===== src/sv/vtpg_pkg.sv =====
// shared types, constants and helpers of the video test pattern generator
package vtpg_pkg;

	localparam int DIM_W     = 11;
	localparam int CHAN_W    = 8;
	localparam int BAND_W    = 4;
	localparam int CFG_IDX_W = 2;
	localparam int DIM_MAX   = 2048;

	// register indexes of the configuration port
	localparam logic [CFG_IDX_W-1:0] REG_WIDTH   = 2'd0;
	localparam logic [CFG_IDX_W-1:0] REG_HEIGHT  = 2'd1;
	localparam logic [CFG_IDX_W-1:0] REG_PATTERN = 2'd2;

	localparam logic [DIM_W-1:0] WIDTH_RESET  = 11'd640;
	localparam logic [DIM_W-1:0] HEIGHT_RESET = 11'd480;
	localparam logic             PAT_BARS     = 1'b1;

	// floor(w / 7) == (w * 2341) >> 14 for every 11-bit w
	localparam logic [11:0] RECIP7       = 12'd2341;
	localparam int          RECIP7_SHIFT = 14;

	localparam logic [BAND_W-1:0] BAND_FIRST = 4'd1;
	localparam logic [BAND_W-1:0] BAND_WHITE = 4'd8;
	localparam logic [CHAN_W-1:0] CHAN_FULL  = 8'd255;

	typedef struct packed {
		logic [DIM_W-1:0] width;
		logic [DIM_W-1:0] height;
		logic             pattern;
	} cfg_t;

	typedef struct packed {
		logic latch;
		logic pixel;
		logic restart;
	} cmd_t;

	typedef struct packed {
		logic out_free;
		logic div_done;
	} status_t;

	// zero acts like one, and the bound never passes the largest index
	function automatic logic [DIM_W-1:0] dim_bound(input logic [DIM_W-1:0] v);
		logic [DIM_W-1:0] r;
		if (v == '0) begin
			r = DIM_W'(1);
		end else if (int'(v) > DIM_MAX - 1) begin
			r = DIM_W'(DIM_MAX - 1);
		end else begin
			r = v;
		end
		return r;
	endfunction

endpackage


===== src/sv/vtpg_div.sv =====
// restoring divider, full scale by an interval, one quotient bit per cycle
module vtpg_div #(
	parameter int QW = 25,
	parameter int DW = 11
) (
	input  logic          clk,
	input  logic          arst_n,
	input  logic          start,
	input  logic [DW-1:0] divisor,
	output logic          done,
	output logic [QW-1:0] quot
);

	localparam int CW = $clog2(QW);

	logic          busy_q;
	logic [CW-1:0] cnt_q;
	logic [DW-1:0] rem_q;
	logic [QW-1:0] quot_q;
	logic [DW:0]   trial;
	logic          ge;

	// dividend is a single one in its top bit
	assign trial = {rem_q, (cnt_q == '0)};
	assign ge    = trial >= {1'b0, divisor};
	assign done  = busy_q & (cnt_q == CW'(QW - 1));
	assign quot  = quot_q;

	always_ff @(posedge clk or negedge arst_n) begin
		if (!arst_n) begin
			busy_q <= 1'b0;
			cnt_q  <= '0;
			rem_q  <= '0;
			quot_q <= '0;
		end else if (start) begin
			busy_q <= 1'b1;
			cnt_q  <= '0;
			rem_q  <= '0;
			quot_q <= '0;
		end else if (busy_q) begin
			rem_q  <= ge ? DW'(trial - {1'b0, divisor}) : trial[DW-1:0];
			quot_q <= {quot_q[QW-2:0], ge};
			cnt_q  <= cnt_q + CW'(1);
			if (cnt_q == CW'(QW - 1)) begin
				busy_q <= 1'b0;
			end
		end
	end

`ifndef SYNTHESIS
	a_cnt_range: assert property (@(posedge clk) disable iff (!arst_n)
		busy_q |-> cnt_q <= CW'(QW - 1))
		else $error("divider step count past quotient width");
`endif

endmodule


===== src/sv/vtpg_ctrl.sv =====
// controller state machine: item acceptance, step division and pixel emission
module vtpg_ctrl (
	input  logic              clk,
	input  logic              arst_n,
	input  logic              in_valid,
	input  logic              start_frame,
	output logic              in_stall,
	input  vtpg_pkg::status_t status,
	output vtpg_pkg::cmd_t    cmd
);

	typedef enum logic [2:0] {
		ST_IDLE = 3'b001,
		ST_DIV  = 3'b010,
		ST_EMIT = 3'b100
	} state_t;

	state_t state_q, state_d;
	logic   idle;
	logic   take;

	assign idle        = state_q == ST_IDLE;
	assign take        = idle & in_valid & status.out_free;
	assign in_stall    = !(idle & status.out_free);
	assign cmd.latch   = take & start_frame;
	assign cmd.pixel   = (take & !start_frame) | ((state_q == ST_EMIT) & status.out_free);
	assign cmd.restart = state_q == ST_EMIT;

	always_comb begin
		state_d = state_q;
		unique case (state_q)
			ST_IDLE: begin
				if (take & start_frame) begin
					state_d = ST_DIV;
				end
			end
			ST_DIV: begin
				if (status.div_done) begin
					state_d = ST_EMIT;
				end
			end
			ST_EMIT: begin
				if (status.out_free) begin
					state_d = ST_IDLE;
				end
			end
			default: state_d = ST_IDLE;
		endcase
	end

	always_ff @(posedge clk or negedge arst_n) begin
		if (!arst_n) begin
			state_q <= ST_IDLE;
		end else begin
			state_q <= state_d;
		end
	end

endmodule


===== src/sv/vtpg_datapath.sv =====
// datapath: position, color accumulators, step dividers and output register
module vtpg_datapath #(
	parameter int FRAC_BITS = 16
) (
	input  logic                          clk,
	input  logic                          arst_n,
	input  vtpg_pkg::cfg_t                cfg,
	input  vtpg_pkg::cmd_t                cmd,
	output vtpg_pkg::status_t             status,
	input  logic                          out_stall,
	output logic                          out_valid,
	output logic [vtpg_pkg::CHAN_W-1:0]   chan_red,
	output logic [vtpg_pkg::CHAN_W-1:0]   chan_blue,
	output logic [vtpg_pkg::CHAN_W-1:0]   chan_green,
	output logic [vtpg_pkg::DIM_W-1:0]    pixel_column,
	output logic [vtpg_pkg::DIM_W-1:0]    pixel_row,
	output logic                          frame_last
);

	localparam int ACC_W  = FRAC_BITS + 10;
	localparam int STEP_W = FRAC_BITS + 9;
	localparam int SUM_W  = ACC_W + 1;
	localparam int DW     = vtpg_pkg::DIM_W;
	localparam int CW     = vtpg_pkg::CHAN_W;
	localparam int BW     = vtpg_pkg::BAND_W;
	localparam int TW     = DW + 3;

	localparam logic signed [ACC_W-1:0] FULL_ACC = {2'b01, {(FRAC_BITS + 8){1'b0}}};
	localparam logic signed [ACC_W-1:0] ACC_MAX  = {1'b0, {(ACC_W - 1){1'b1}}};
	localparam logic signed [ACC_W-1:0] ACC_MIN  = {1'b1, {(ACC_W - 1){1'b0}}};
	localparam logic [STEP_W-1:0]       FULL_BAR = {1'b1, {(FRAC_BITS + 8){1'b0}}};

	function automatic logic signed [ACC_W-1:0] sat_step(
		input logic signed [ACC_W-1:0] acc,
		input logic [STEP_W-1:0]       step,
		input logic                    sub
	);
		logic signed [SUM_W-1:0] a_ext;
		logic signed [SUM_W-1:0] s_ext;
		logic signed [SUM_W-1:0] sum;
		logic signed [ACC_W-1:0] r;
		a_ext = {acc[ACC_W-1], acc};
		s_ext = {2'b00, step};
		sum   = sub ? a_ext - s_ext : a_ext + s_ext;
		if (sum[SUM_W-1] != sum[SUM_W-2]) begin
			r = sum[SUM_W-1] ? ACC_MIN : ACC_MAX;
		end else begin
			r = sum[ACC_W-1:0];
		end
		return r;
	endfunction

	// negative reads 0, full scale or above reads 255
	function automatic logic [CW-1:0] to_byte(input logic signed [ACC_W-1:0] acc);
		logic [CW-1:0] r;
		if (acc[ACC_W-1]) begin
			r = '0;
		end else if (acc[FRAC_BITS+8]) begin
			r = vtpg_pkg::CHAN_FULL;
		end else begin
			r = acc[FRAC_BITS+7:FRAC_BITS];
		end
		return r;
	endfunction

	// frame state
	logic [DW-1:0]           col_q, row_q;
	logic signed [ACC_W-1:0] red_q, blue_q, green_q;
	logic [STEP_W-1:0]       bar_q;
	logic [BW-1:0]           band_q;
	logic [DW-1:0]           col_int_q, row_int_q;

	// output register
	logic          out_valid_q;
	logic [CW-1:0] red_out_q, blue_out_q, green_out_q;
	logic [DW-1:0] col_out_q, row_out_q;
	logic          last_out_q;

	logic [STEP_W-1:0] col_step, row_step;
	logic              col_done, row_done;

	// state as seen by this pixel, frame start values on a restart
	logic [DW-1:0]           e_col, e_row;
	logic signed [ACC_W-1:0] e_red, e_blue, e_green;
	logic [STEP_W-1:0]       e_bar;
	logic [BW-1:0]           e_band;

	logic [DW-1:0]           n_col, n_row;
	logic signed [ACC_W-1:0] n_red, n_blue, n_green;
	logic [STEP_W-1:0]       n_bar;
	logic [BW-1:0]           n_band;

	logic [CW-1:0]   pix_r, pix_b, pix_g, bar_byte;
	logic            col_end, frm_end;
	logic [TW-1:0]   pos, ci, ci3, ci6, ci9;
	logic [STEP_W:0] bar_sum;
	logic signed [ACC_W-1:0] green_nx;

	logic [22:0]   prod7;
	logic [DW-1:0] ci_raw, ci_new, ri_raw, ri_new;

	assign e_col   = cmd.restart ? '0 : col_q;
	assign e_row   = cmd.restart ? '0 : row_q;
	assign e_red   = cmd.restart ? FULL_ACC : red_q;
	assign e_blue  = cmd.restart ? '0 : blue_q;
	assign e_green = cmd.restart ? '0 : green_q;
	assign e_bar   = cmd.restart ? '0 : bar_q;
	assign e_band  = cmd.restart ? vtpg_pkg::BAND_FIRST : band_q;

	// interval calculation at frame start
	assign prod7  = 23'(cfg.width) * 23'(vtpg_pkg::RECIP7);
	assign ci_raw = cfg.pattern ? DW'(prod7 >> vtpg_pkg::RECIP7_SHIFT) : (cfg.width >> 2);
	assign ci_new = (ci_raw == '0) ? DW'(1) : ci_raw;
	assign ri_raw = cfg.height >> 1;
	assign ri_new = (ri_raw == '0) ? DW'(1) : ri_raw;

	vtpg_div #(
		.QW(STEP_W),
		.DW(DW)
	) u_col_div (
		.clk    (clk),
		.arst_n (arst_n),
		.start  (cmd.latch),
		.divisor(col_int_q),
		.done   (col_done),
		.quot   (col_step)
	);

	vtpg_div #(
		.QW(STEP_W),
		.DW(DW)
	) u_row_div (
		.clk    (clk),
		.arst_n (arst_n),
		.start  (cmd.latch),
		.divisor(row_int_q),
		.done   (row_done),
		.quot   (row_step)
	);

	assign status.out_free = !out_valid_q | !out_stall;
	assign status.div_done = col_done & row_done;

	// pixel color
	assign bar_byte = e_bar[FRAC_BITS+8] ? vtpg_pkg::CHAN_FULL : e_bar[FRAC_BITS+7:FRAC_BITS];

	always_comb begin
		if (cfg.pattern) begin
			if (e_band >= vtpg_pkg::BAND_WHITE) begin
				pix_r = vtpg_pkg::CHAN_FULL;
				pix_b = vtpg_pkg::CHAN_FULL;
				pix_g = vtpg_pkg::CHAN_FULL;
			end else begin
				pix_r = e_band[0] ? bar_byte : '0;
				pix_b = e_band[1] ? bar_byte : '0;
				pix_g = e_band[2] ? bar_byte : '0;
			end
		end else begin
			pix_r = to_byte(e_red);
			pix_b = to_byte(e_blue);
			pix_g = to_byte(e_green);
		end
	end

	assign col_end = ({1'b0, e_row} + 12'd1) >= {1'b0, vtpg_pkg::dim_bound(cfg.height)};
	assign frm_end = col_end
		&& (({1'b0, e_col} + 12'd1) >= {1'b0, vtpg_pkg::dim_bound(cfg.width)});

	assign green_nx = sat_step(e_green, row_step, !(e_row < row_int_q));

	// gradient breakpoints in quarter-column units
	assign pos     = {1'b0, e_col, 2'b00};
	assign ci      = TW'(col_int_q);
	assign ci3     = (ci << 1) + ci;
	assign ci6     = ci3 << 1;
	assign ci9     = (ci << 3) + ci;
	assign bar_sum = {1'b0, e_bar} + {1'b0, col_step};

	always_comb begin
		n_col   = e_col;
		n_row   = e_row;
		n_red   = e_red;
		n_blue  = e_blue;
		n_green = green_nx;
		n_bar   = e_bar;
		n_band  = e_band;
		if (frm_end) begin
			n_col   = '0;
			n_row   = '0;
			n_red   = FULL_ACC;
			n_blue  = '0;
			n_green = '0;
			n_bar   = '0;
			n_band  = vtpg_pkg::BAND_FIRST;
		end else if (col_end) begin
			if (pos < ci3) begin
				n_blue = '0;
				n_red  = sat_step(e_red, col_step, 1'b1);
			end else if (pos < ci6) begin
				n_blue = sat_step(e_blue, col_step, 1'b0);
				n_red  = sat_step(e_red, col_step, 1'b0);
			end else if (pos < ci9) begin
				n_blue = sat_step(e_blue, col_step, 1'b1);
				n_red  = sat_step(e_red, col_step, 1'b1);
			end else begin
				n_blue = sat_step(e_blue, col_step, 1'b0);
				n_red  = '0;
			end
			if (bar_sum >= {1'b0, FULL_BAR}) begin
				n_bar = '0;
				if (e_band < vtpg_pkg::BAND_WHITE) begin
					n_band = e_band + BW'(1);
				end
			end else begin
				n_bar = bar_sum[STEP_W-1:0];
			end
			n_green = '0;
			n_row   = '0;
			n_col   = e_col + DW'(1);
		end else begin
			n_row = e_row + DW'(1);
		end
	end

	always_ff @(posedge clk or negedge arst_n) begin
		if (!arst_n) begin
			col_q     <= '0;
			row_q     <= '0;
			red_q     <= FULL_ACC;
			blue_q    <= '0;
			green_q   <= '0;
			bar_q     <= '0;
			band_q    <= vtpg_pkg::BAND_FIRST;
			col_int_q <= '0;
			row_int_q <= '0;
		end else begin
			if (cmd.latch) begin
				col_int_q <= ci_new;
				row_int_q <= ri_new;
			end
			if (cmd.pixel) begin
				col_q   <= n_col;
				row_q   <= n_row;
				red_q   <= n_red;
				blue_q  <= n_blue;
				green_q <= n_green;
				bar_q   <= n_bar;
				band_q  <= n_band;
			end
		end
	end

	always_ff @(posedge clk or negedge arst_n) begin
		if (!arst_n) begin
			out_valid_q <= 1'b0;
		end else if (cmd.pixel) begin
			out_valid_q <= 1'b1;
		end else if (!out_stall) begin
			out_valid_q <= 1'b0;
		end
	end

	always_ff @(posedge clk) begin
		if (cmd.pixel) begin
			red_out_q   <= pix_r;
			blue_out_q  <= pix_b;
			green_out_q <= pix_g;
			col_out_q   <= e_col;
			row_out_q   <= e_row;
			last_out_q  <= frm_end;
		end
	end

	assign out_valid    = out_valid_q;
	assign chan_red     = red_out_q;
	assign chan_blue    = blue_out_q;
	assign chan_green   = green_out_q;
	assign pixel_column = col_out_q;
	assign pixel_row    = row_out_q;
	assign frame_last   = last_out_q;

`ifndef SYNTHESIS
	a_pixel_shown: assert property (@(posedge clk) disable iff (!arst_n)
		cmd.pixel |=> out_valid_q)
		else $error("computed pixel did not reach the output register");

	a_bar_below_full: assert property (@(posedge clk) disable iff (!arst_n)
		bar_q < FULL_BAR)
		else $error("bar ramp reached full scale without wrapping");

	a_band_range: assert property (@(posedge clk) disable iff (!arst_n)
		band_q >= vtpg_pkg::BAND_FIRST && band_q <= vtpg_pkg::BAND_WHITE)
		else $error("band number out of range");
`endif

endmodule


===== src/sv/video_test_pattern_generator.sv =====
// a pixel item shows in the output register in the cycle after it is accepted
// throughput: one pixel item per cycle while the output is not stalled and no start_frame item is in progress
// a start_frame item waits on the bit-serial step dividers, one quotient bit per cycle
// reset: position at column 0 row 0, steps zero, width 640, height 480, color bars
module video_test_pattern_generator #(
	parameter int FRAC_BITS = 16
) (
	input  logic                           clk,
	input  logic                           arst_n,
	input  logic                           in_valid,
	output logic                           in_stall,
	input  logic                           start_frame,
	output logic                           out_valid,
	input  logic                           out_stall,
	output logic [vtpg_pkg::CHAN_W-1:0]    chan_red,
	output logic [vtpg_pkg::CHAN_W-1:0]    chan_blue,
	output logic [vtpg_pkg::CHAN_W-1:0]    chan_green,
	output logic [vtpg_pkg::DIM_W-1:0]     pixel_column,
	output logic [vtpg_pkg::DIM_W-1:0]     pixel_row,
	output logic                           frame_last,
	input  logic                           cfg_valid,
	output logic                           cfg_ready,
	input  logic [vtpg_pkg::CFG_IDX_W-1:0] cfg_index,
	input  logic [vtpg_pkg::DIM_W-1:0]     cfg_data
);

	vtpg_pkg::cfg_t    cfg_q;
	vtpg_pkg::cmd_t    cmd;
	vtpg_pkg::status_t status;

	assign cfg_ready = 1'b1;

	always_ff @(posedge clk or negedge arst_n) begin
		if (!arst_n) begin
			cfg_q.width   <= vtpg_pkg::WIDTH_RESET;
			cfg_q.height  <= vtpg_pkg::HEIGHT_RESET;
			cfg_q.pattern <= vtpg_pkg::PAT_BARS;
		end else if (cfg_valid && cfg_ready) begin
			unique case (cfg_index)
				vtpg_pkg::REG_WIDTH:   cfg_q.width   <= cfg_data;
				vtpg_pkg::REG_HEIGHT:  cfg_q.height  <= cfg_data;
				vtpg_pkg::REG_PATTERN: cfg_q.pattern <= cfg_data[0];
				default: ;
			endcase
		end
	end

	vtpg_ctrl u_ctrl (
		.clk        (clk),
		.arst_n     (arst_n),
		.in_valid   (in_valid),
		.start_frame(start_frame),
		.in_stall   (in_stall),
		.status     (status),
		.cmd        (cmd)
	);

	vtpg_datapath #(
		.FRAC_BITS(FRAC_BITS)
	) u_datapath (
		.clk         (clk),
		.arst_n      (arst_n),
		.cfg         (cfg_q),
		.cmd         (cmd),
		.status      (status),
		.out_stall   (out_stall),
		.out_valid   (out_valid),
		.chan_red    (chan_red),
		.chan_blue   (chan_blue),
		.chan_green  (chan_green),
		.pixel_column(pixel_column),
		.pixel_row   (pixel_row),
		.frame_last  (frame_last)
	);

endmodule

===== config.mk =====
export PLATFORM = sky130hd
export DESIGN_NAME = video_test_pattern_generator
export DESIGN_NICKNAME = d
export VERILOG_FILES = /design/src/sv/vtpg_pkg.sv /design/src/sv/vtpg_div.sv /design/src/sv/vtpg_ctrl.sv /design/src/sv/vtpg_datapath.sv /design/src/sv/video_test_pattern_generator.sv
export SDC_FILE = /design/constraint.sdc
export NUM_CORES = 1
export LEC_CHECK = 0
export BUFFER_PORTS_ARGS = -buffer_cell sky130_fd_sc_hd__buf_2
export CORE_MARGIN = 4
export CORE_UTILIZATION = 25
export DETAILED_ROUTE_END_ITERATION = 10
export PLACE_DENSITY_LB_ADDON = 0.2
export SYNTH_ARGS = -nofsm -noshare
export SYNTH_HDL_FRONTEND = slang
export SYNTH_SLANG_ARGS = --single-unit

===== constraint.sdc =====
create_clock -name clk -period 5.8 [get_ports clk]
set_input_delay 1.16 -clock clk [delete_from_list [all_inputs] [get_ports clk]]
set_output_delay 1.16 -clock clk [all_outputs]
set_load 0.005 [all_outputs]

# Yosys cells after proc, flatten, opt, wreduce, memory -nomap -nowiden

Index checks and enable logic that the tools add are counted.

Register bits after elaboration: 309
Input bits: 19
Output and inout port bits: 50
Word-level logic and storage cells: 191

Add/sub/neg operators: 18
Multipliers: 1
Order comparisons: 11
Eq/ne operators: 16
Multiplexer cells: 88
Bitwise logic cells: 11
Reduce and logical (&&, ||, !) cells: 18

Operator list:

| operator                                                             | number |
|---|---|
| two-way mux 26 bit                                                   | 25 |
| two-way mux 25 bit                                                   | 8 |
| two-way mux 11 bit                                                   | 15 |
| two-way mux 8 bit                                                    | 16 |
| adder 26 x 26 -> 27 bit                                              | 3 |
| subtractor 26 x 26 -> 27 bit                                         | 3 |
| greater-or-equal comparator 12 x 11 -> 1 bit                         | 4 |
| logical NOT 11 bit                                                   | 4 |
| less-than comparator 13 x 14 -> 1 bit                                | 3 |
| two-way mux 27 bit                                                   | 1 |
| adder 25 x 25 -> 26 bit                                              | 1 |
| greater-or-equal comparator 26 x 25 -> 1 bit (second input constant) | 1 |
| adder 11 x 1 -> 12 bit (second input constant)                       | 2 |
| multiplier 11 x 12 -> 23 bit (second input constant)                 | 1 |
| adder 11 x 1 -> 11 bit (second input constant)                       | 2 |
| subtractor 11 bit                                                    | 2 |
| two-way mux 4 bit                                                    | 5 |
| two-way mux 5 bit                                                    | 4 |
| adder 14 x 11 -> 14 bit                                              | 1 |
| adder 12 x 11 -> 13 bit                                              | 1 |
| less-than comparator 11 bit                                          | 1 |
| adder 5 x 1 -> 5 bit (second input constant)                         | 2 |
| == test 5 bit (second input constant)                                | 2 |
| logical NOT 5 bit                                                    | 2 |
| other kinds (24)                                                     | 54 |

# Depth between registers and ports, before layout

Depth after elaboration: 10
Depth in mapped cells: 30
Gate-level depth less buffers: 22

# By module

Synthesis repeated with hierarchy kept, for this count alone.

Cells, all modules: 3263
Area, all modules: 28003.1 um2

Modules (own cells, without submodules):

| module                       | instances | cells an instance | area an instance (um2) | sequential area each (um2) |
|---|---|---|---|---|
| vtpg_datapath                | 1         | 2684              | 21901.0                | 5142.4 |
| vtpg_div                     | 2         | 254               | 2494.9                 | 1051.0 |
| video_test_pattern_generator | 1         | 53                | 938.4                  | 584.3 |
| vtpg_ctrl                    | 1         | 18                | 173.9                  | 76.3 |

# Worst setup path after synthesis

OpenSTA, ideal clock, no wires.

Path kind: register to register
Start point: reg u_ctrl.state_q[0]
End point: reg u_datapath.green_q[8]
Setup time: 0.126 ns
Arrival: 5.853 ns
Data required time: 5.674 ns
Setup slack: -0.180 ns
Cell stages (with the launch flop): 27
Buffers on the path: 8
Period minus slack after synthesis: 5.980 ns
Path through: dfstp_2 or3b_1 buf_6 clkbuf_1 clkbuf_1 clkbuf_1 clkbuf_1 and2_1 ha_1 o32ai_1 o41ai_1 a221o_1 buf_6 clkbuf_1 mux2i_1 fa_1 a21o_1 a221oi_2 o21ai_1 a41oi_1 o21ai_1 a21o_1 a21oi_1 xnor2_1 o21a_2 buf_6 a221o_1

Word-level cells in the longest chain between the ends: 8
Elaborated cells on any way between the ends: 24
Classes of those cells: 4 x add/sub; 3 x order compare; 3 x eq/ne; 8 x mux; 5 x bitwise; 1 x reduce/logical

Ends and longest elaborated chain:

| what                                                           | RTL line             | RTL |
|---|---|---|
| start: declaration                                             | vtpg_ctrl.sv:18      | `state_t state_q, state_d;` |
| start signal: assignment                                       | vtpg_ctrl.sv:55      | `state_q <= state_d;` |
| == test 3 bit *                                                | vtpg_ctrl.sv:27      | `assign cmd.restart = state_q == ST_EMIT;` |
| two-way mux 11 bit *                                           | vtpg_datapath.sv:103 | `assign e_row = cmd.restart ? '0 : row_q;` |
| net u_datapath.e_row[1]                                        | vtpg_datapath.sv:83  | `logic [DW-1:0] e_col, e_row;` |
| branches (longest 5 deep; another with adder 11 x 1 -> 12 bit) | -                    |  |
| two-way mux 26 bit *                                           | vtpg_datapath.sv:187 | `if (frm_end) begin` |
| end signal: assignment                                         | vtpg_datapath.sv:246 | `green_q <= n_green;` |
| end: declaration                                               | vtpg_datapath.sv:68  | `logic signed [ACC_W-1:0] red_q, blue_q, green_q;` |

Mark *: on every way through the listed nets, which the timed path passes.
A chain may end at the register's enable or synchronous reset.

# Worst setup path after layout

Start point: reg u_ctrl.state_q[0]
End point: reg u_datapath.green_q[4]

The elaborated chain is that of the path after synthesis.

==> results.txt <==
Gate power share - 0.571
initial antenna violation count - 1
actual slew at the worst max-slew pin - 1.10 ns
CP Cell Sequence - or3b_4, nand2_1, inv_1, ha_1, a21o_1, a211oi_2, o41ai_1, a221o_2, a21oi_1, xnor2_1, ha_1, a21o_1, a221oi_4, o21ai_1, a41oi_2, o21ai_1, a21o_1, a21oi_1, xnor2_1, and3_2, buf_12, a221o_1
placed insts - 4,573
Finished Cell Area - 0.0310 sq mm
Crit Path Max Fanout - 16
Hold Buf Count CTS - 0
Post-Place Cell Area - 0.0294 sq mm
initial drt markers - 1,429
vias in the first global route - 22,900
commonest register cell after synthesis - dfrtp_1
I/O pin cnt - 69
max cap viols - 0
Slowest cell on crit path - or3b_4
largest net degree at the start of global routing - 135
number of flops mapped to enable cells by yosys - 47
Synth area leader - dfrtp_1
HP Class - reg -> reg
Multi-input gate area - 0.0181 sq mm
Remaining Overflow, GRT - 0
Die X - 339 um
HPWL after detailed placement - 65,800 um
worst slew margin relative to its limit - 0.262
Final Hold Fails - 0
syn avg cell area - 8.60 sq um
Final setup viols - 0
CTS tree - built
diode count - 0
Post-Syn Area - 0.0274 sq mm
Clock Path Buffers - 3
CP Buf/Inv Count - 2
ANT nets after route - 0
Total Wirelength - 88,400 um
complex-gate fraction of the synthesized area - 0.220
Final nets - 3,566
# clock sinks - 306
Mapped Cells - 3,182
static leakage - 14.7 nW
Yosys reg bits - 306
status - finished, final reports clean
RSZ-0062 raised after global routing - no
PD cells - 477 mW/mm^2
sequential fraction of the synthesis area - 0.289
clock skew - 0.0317 ns
Die H - 339 um
Core Region - 0.109 sq mm
Synth cell types - 102
Peak Freq - 0.182 GHz
Max stage delay on crit path - 0.48 ns
Tcrit/Tclk final - 0.945
fillers - 11,700
first-pass GRT wire length - 138,000 um
sw frac - 0.450
Crit path top cell by count - a21o_1
main combinational cell family by area after synthesis - compound AO/OA/AOI/OAI gates
CTS buffer count - 41
Async S/R FF share, synth - 0.846
GRT Util Overall - 0.151
Worst EP required - 6.28 ns
CP Launch Type - register
share of post-route cells with drive strength above 1 - 0.0930
Via Count - 23,200
mux share of post-synthesis cell area - 0.0318
Switch Pwr - 0.00665 W
crit-path leading delay family - compound AO/OA/AOI/OAI gates
Synth Area in XOR/XNOR - 0.0662
area grow syn2layout - 13.3%
Synth Area in Simple Gates - 0.178
syn nets - 3,545
Yosys warnings - 0
VDD IR max - 0.180 mV
Slew Viols, Final - 0
register area - 0.00791 sq mm
Placement Rows - 121
latest clock arrival within the worst-skew pair - 0.61 ns
total power - 0.0148 W
fin crit period - 5.48 ns
top cell type's share of synthesized area - 0.228
Area contributors post-synth - dfrtp_1 23%, ha_1 15%, edfxtp_1 5.2%
Clock power frac - 0.195
setup total negative slack - 0 ns
Clock transition at path regs - 0.06 ns
Initial Util - 0.252
drt drc - 0
Critical Path End Type - register
PortBufs - 67
H-tree levels - 2
DRT Pass-1 Iters - 5
critical path class - reg -> reg
Pint - 0.00813 W
crit path DAT - 5.97 ns
adder-cell share of the synthesized area - 0.165
via-per-instance ratio - 4.98
Clock Tree Root - clkbuf_16
Cell Count, Final, Fillers Out - 4,650
routability cong. - 0.865
DR WL/cell - 19.0 um
register share of total power - 0.233
Die Footprint - 0.115 sq mm
tightest hold or removal path: stages (launching register included):
cell	delay, ns
dfrtp_1	0.33
nand2_1	0.05
nand3_1	0.06
flip-flops by register name, summed over array words and instances, names as in the netlist, 3 cells and up:
signal                      flops
cfg_q                          23
u_ctrl.state_q                  3
u_datapath.band_q               4
u_datapath.bar_q               25
u_datapath.blue_q              26
u_datapath.chan_blue            8
u_datapath.chan_green           8
u_datapath.chan_red             8
u_datapath.col_int_q            9
u_datapath.col_q               11
u_datapath.green_q             26
u_datapath.pixel_column        11
u_datapath.pixel_row           11
u_datapath.red_q               26
u_datapath.row_int_q           10
u_datapath.row_q               11
u_datapath.u_col_div.cnt_q      5
u_datapath.u_col_div.quot      25
u_datapath.u_col_div.rem_q     11
u_datapath.u_row_div.cnt_q      5
u_datapath.u_row_div.quot      25
u_datapath.u_row_div.rem_q     11
path summary, 6_finish.rpt:
check	from	endpoint	slack, ns	depth (start not counted)
max	u_ctrl.state_q[0]$_DFFE_PN1P_	u_datapath.green_q[4]$_DFFE_PN0P_	0.32	22
min	u_datapath.red_q[3]$_DFFE_PN0P_	u_datapath.red_q[3]$_DFFE_PN0P_	0.47	2
max reg2reg	u_ctrl.state_q[0]$_DFFE_PN1P_	u_datapath.green_q[4]$_DFFE_PN0P_	0.32	22
min reg2reg	u_datapath.red_q[3]$_DFFE_PN0P_	u_datapath.red_q[3]$_DFFE_PN0P_	0.47	2
max in group asynchronous	arst_n	u_datapath.green_q[13]$_DFFE_PN0P_	4.15	2
min in group asynchronous	arst_n	u_datapath.u_col_div.quot[19]$_DFFE_PN0P_	0.59	1
metal layers:
metal / track usage / share of wire / vias up / wire length (um)
li1: - / - / 11500 / -
met1: 0.213 / 0.49 / 11300 / 43600
met2: 0.246 / 0.45 / 348 / 40100
met3: 0.0175 / 0.032 / 98 / 2840
met4: 0.0347 / 0.021 / 0 / 1840
met5: 0 / 0 / - / 0
logic make-up after synthesis:
kind of cell               after synthesis
AOI/OAI and AO/OA                      906
xor gates and xnor gates               206
adders and majority gates              345
buffers and inverters                  351
DFF                                    306
muxes                                   85
other                                    1
and+or+nand+nor                        982
cells in the final DEF (no fill, tap or decap), types with 37 or more instances in the layout:
master / count
a211oi_1: 49
a21o_1: 65
a21oi_1: 236
a22o_1: 37
and2_1: 123
buf_2: 66
buf_4: 56
clkbuf_16: 44
dfrtp_1: 247
edfxtp_1: 47
ha_1: 319
inv_1: 196
mux2i_1: 69
nand2_1: 211
nand3_1: 93
nor2_1: 280
nor2b_1: 43
nor3_1: 46
o21ai_0: 201
o21bai_1: 44
o31ai_1: 38
xnor2_1: 158
xor2_1: 46
metrics by stage:
stage | hold slack (ns) | utilization | setup WS (ns)
detailed placement | 0.463 | 0.271 | 0.115
floorplan | 0.438 | - | 0.0372
global route | 0.500 | 0.285 | 0.00871
global placement | 0.454 | 0.271 | 0.219
finish | 0.471 | 0.285 | 0.318
CTS | 0.477 | 0.285 | 0.0906
cell usage after synthesis, types with 38 or more instances:
| cell type | number |
|---|---|
| edfxtp_1 | 47 |
| nor3_1 | 46 |
| dfrtp_1 | 249 |
| o21ai_0 | 202 |
| a211oi_1 | 49 |
| clkbuf_1 | 116 |
| nand2_1 | 211 |
| ha_1 | 319 |
| a21oi_1 | 236 |
| a21o_1 | 65 |
| nor2_1 | 280 |
| and2_1 | 123 |
| nand3_1 | 93 |
| xor2_1 | 46 |
| xnor2_1 | 159 |
| nor2b_1 | 43 |
| inv_1 | 197 |
| o21bai_1 | 44 |
| mux2i_1 | 69 |
| o31ai_1 | 38 |
area by class of cell:
cell class,instances,area share
multi-input cells,2525,0.585
clock inverters,16,0.00940
well taps,1414,0.0571
clock buffers,60,0.0400
flip-flops and latches,306,0.255
repair buffers,131,0.0296
inverters,198,0.0240
power groups by stage:
stage	sequential (W)	clock (W)	combinational, W
2_1_floorplan	0.00317	0	0.00653
3_3_place_gp	0.00350	0	0.00843
3_5_place_dp	0.00349	0	0.00840
4_1_cts	0.00346	0.00298	0.00846
5_1_grt	0.00354	0.00307	0.00961
6_report	0.00345	0.00289	0.00845
what timing repair did:
item / in CTS / in global routing
gates resized for setup: 0 / 6
setup endpoints to repair: 0 / 26
setup buffers: 0 / 1
endpoints found under the hold margin: 0 / 0
Note: power is estimated with default switching activity, not from simulation.
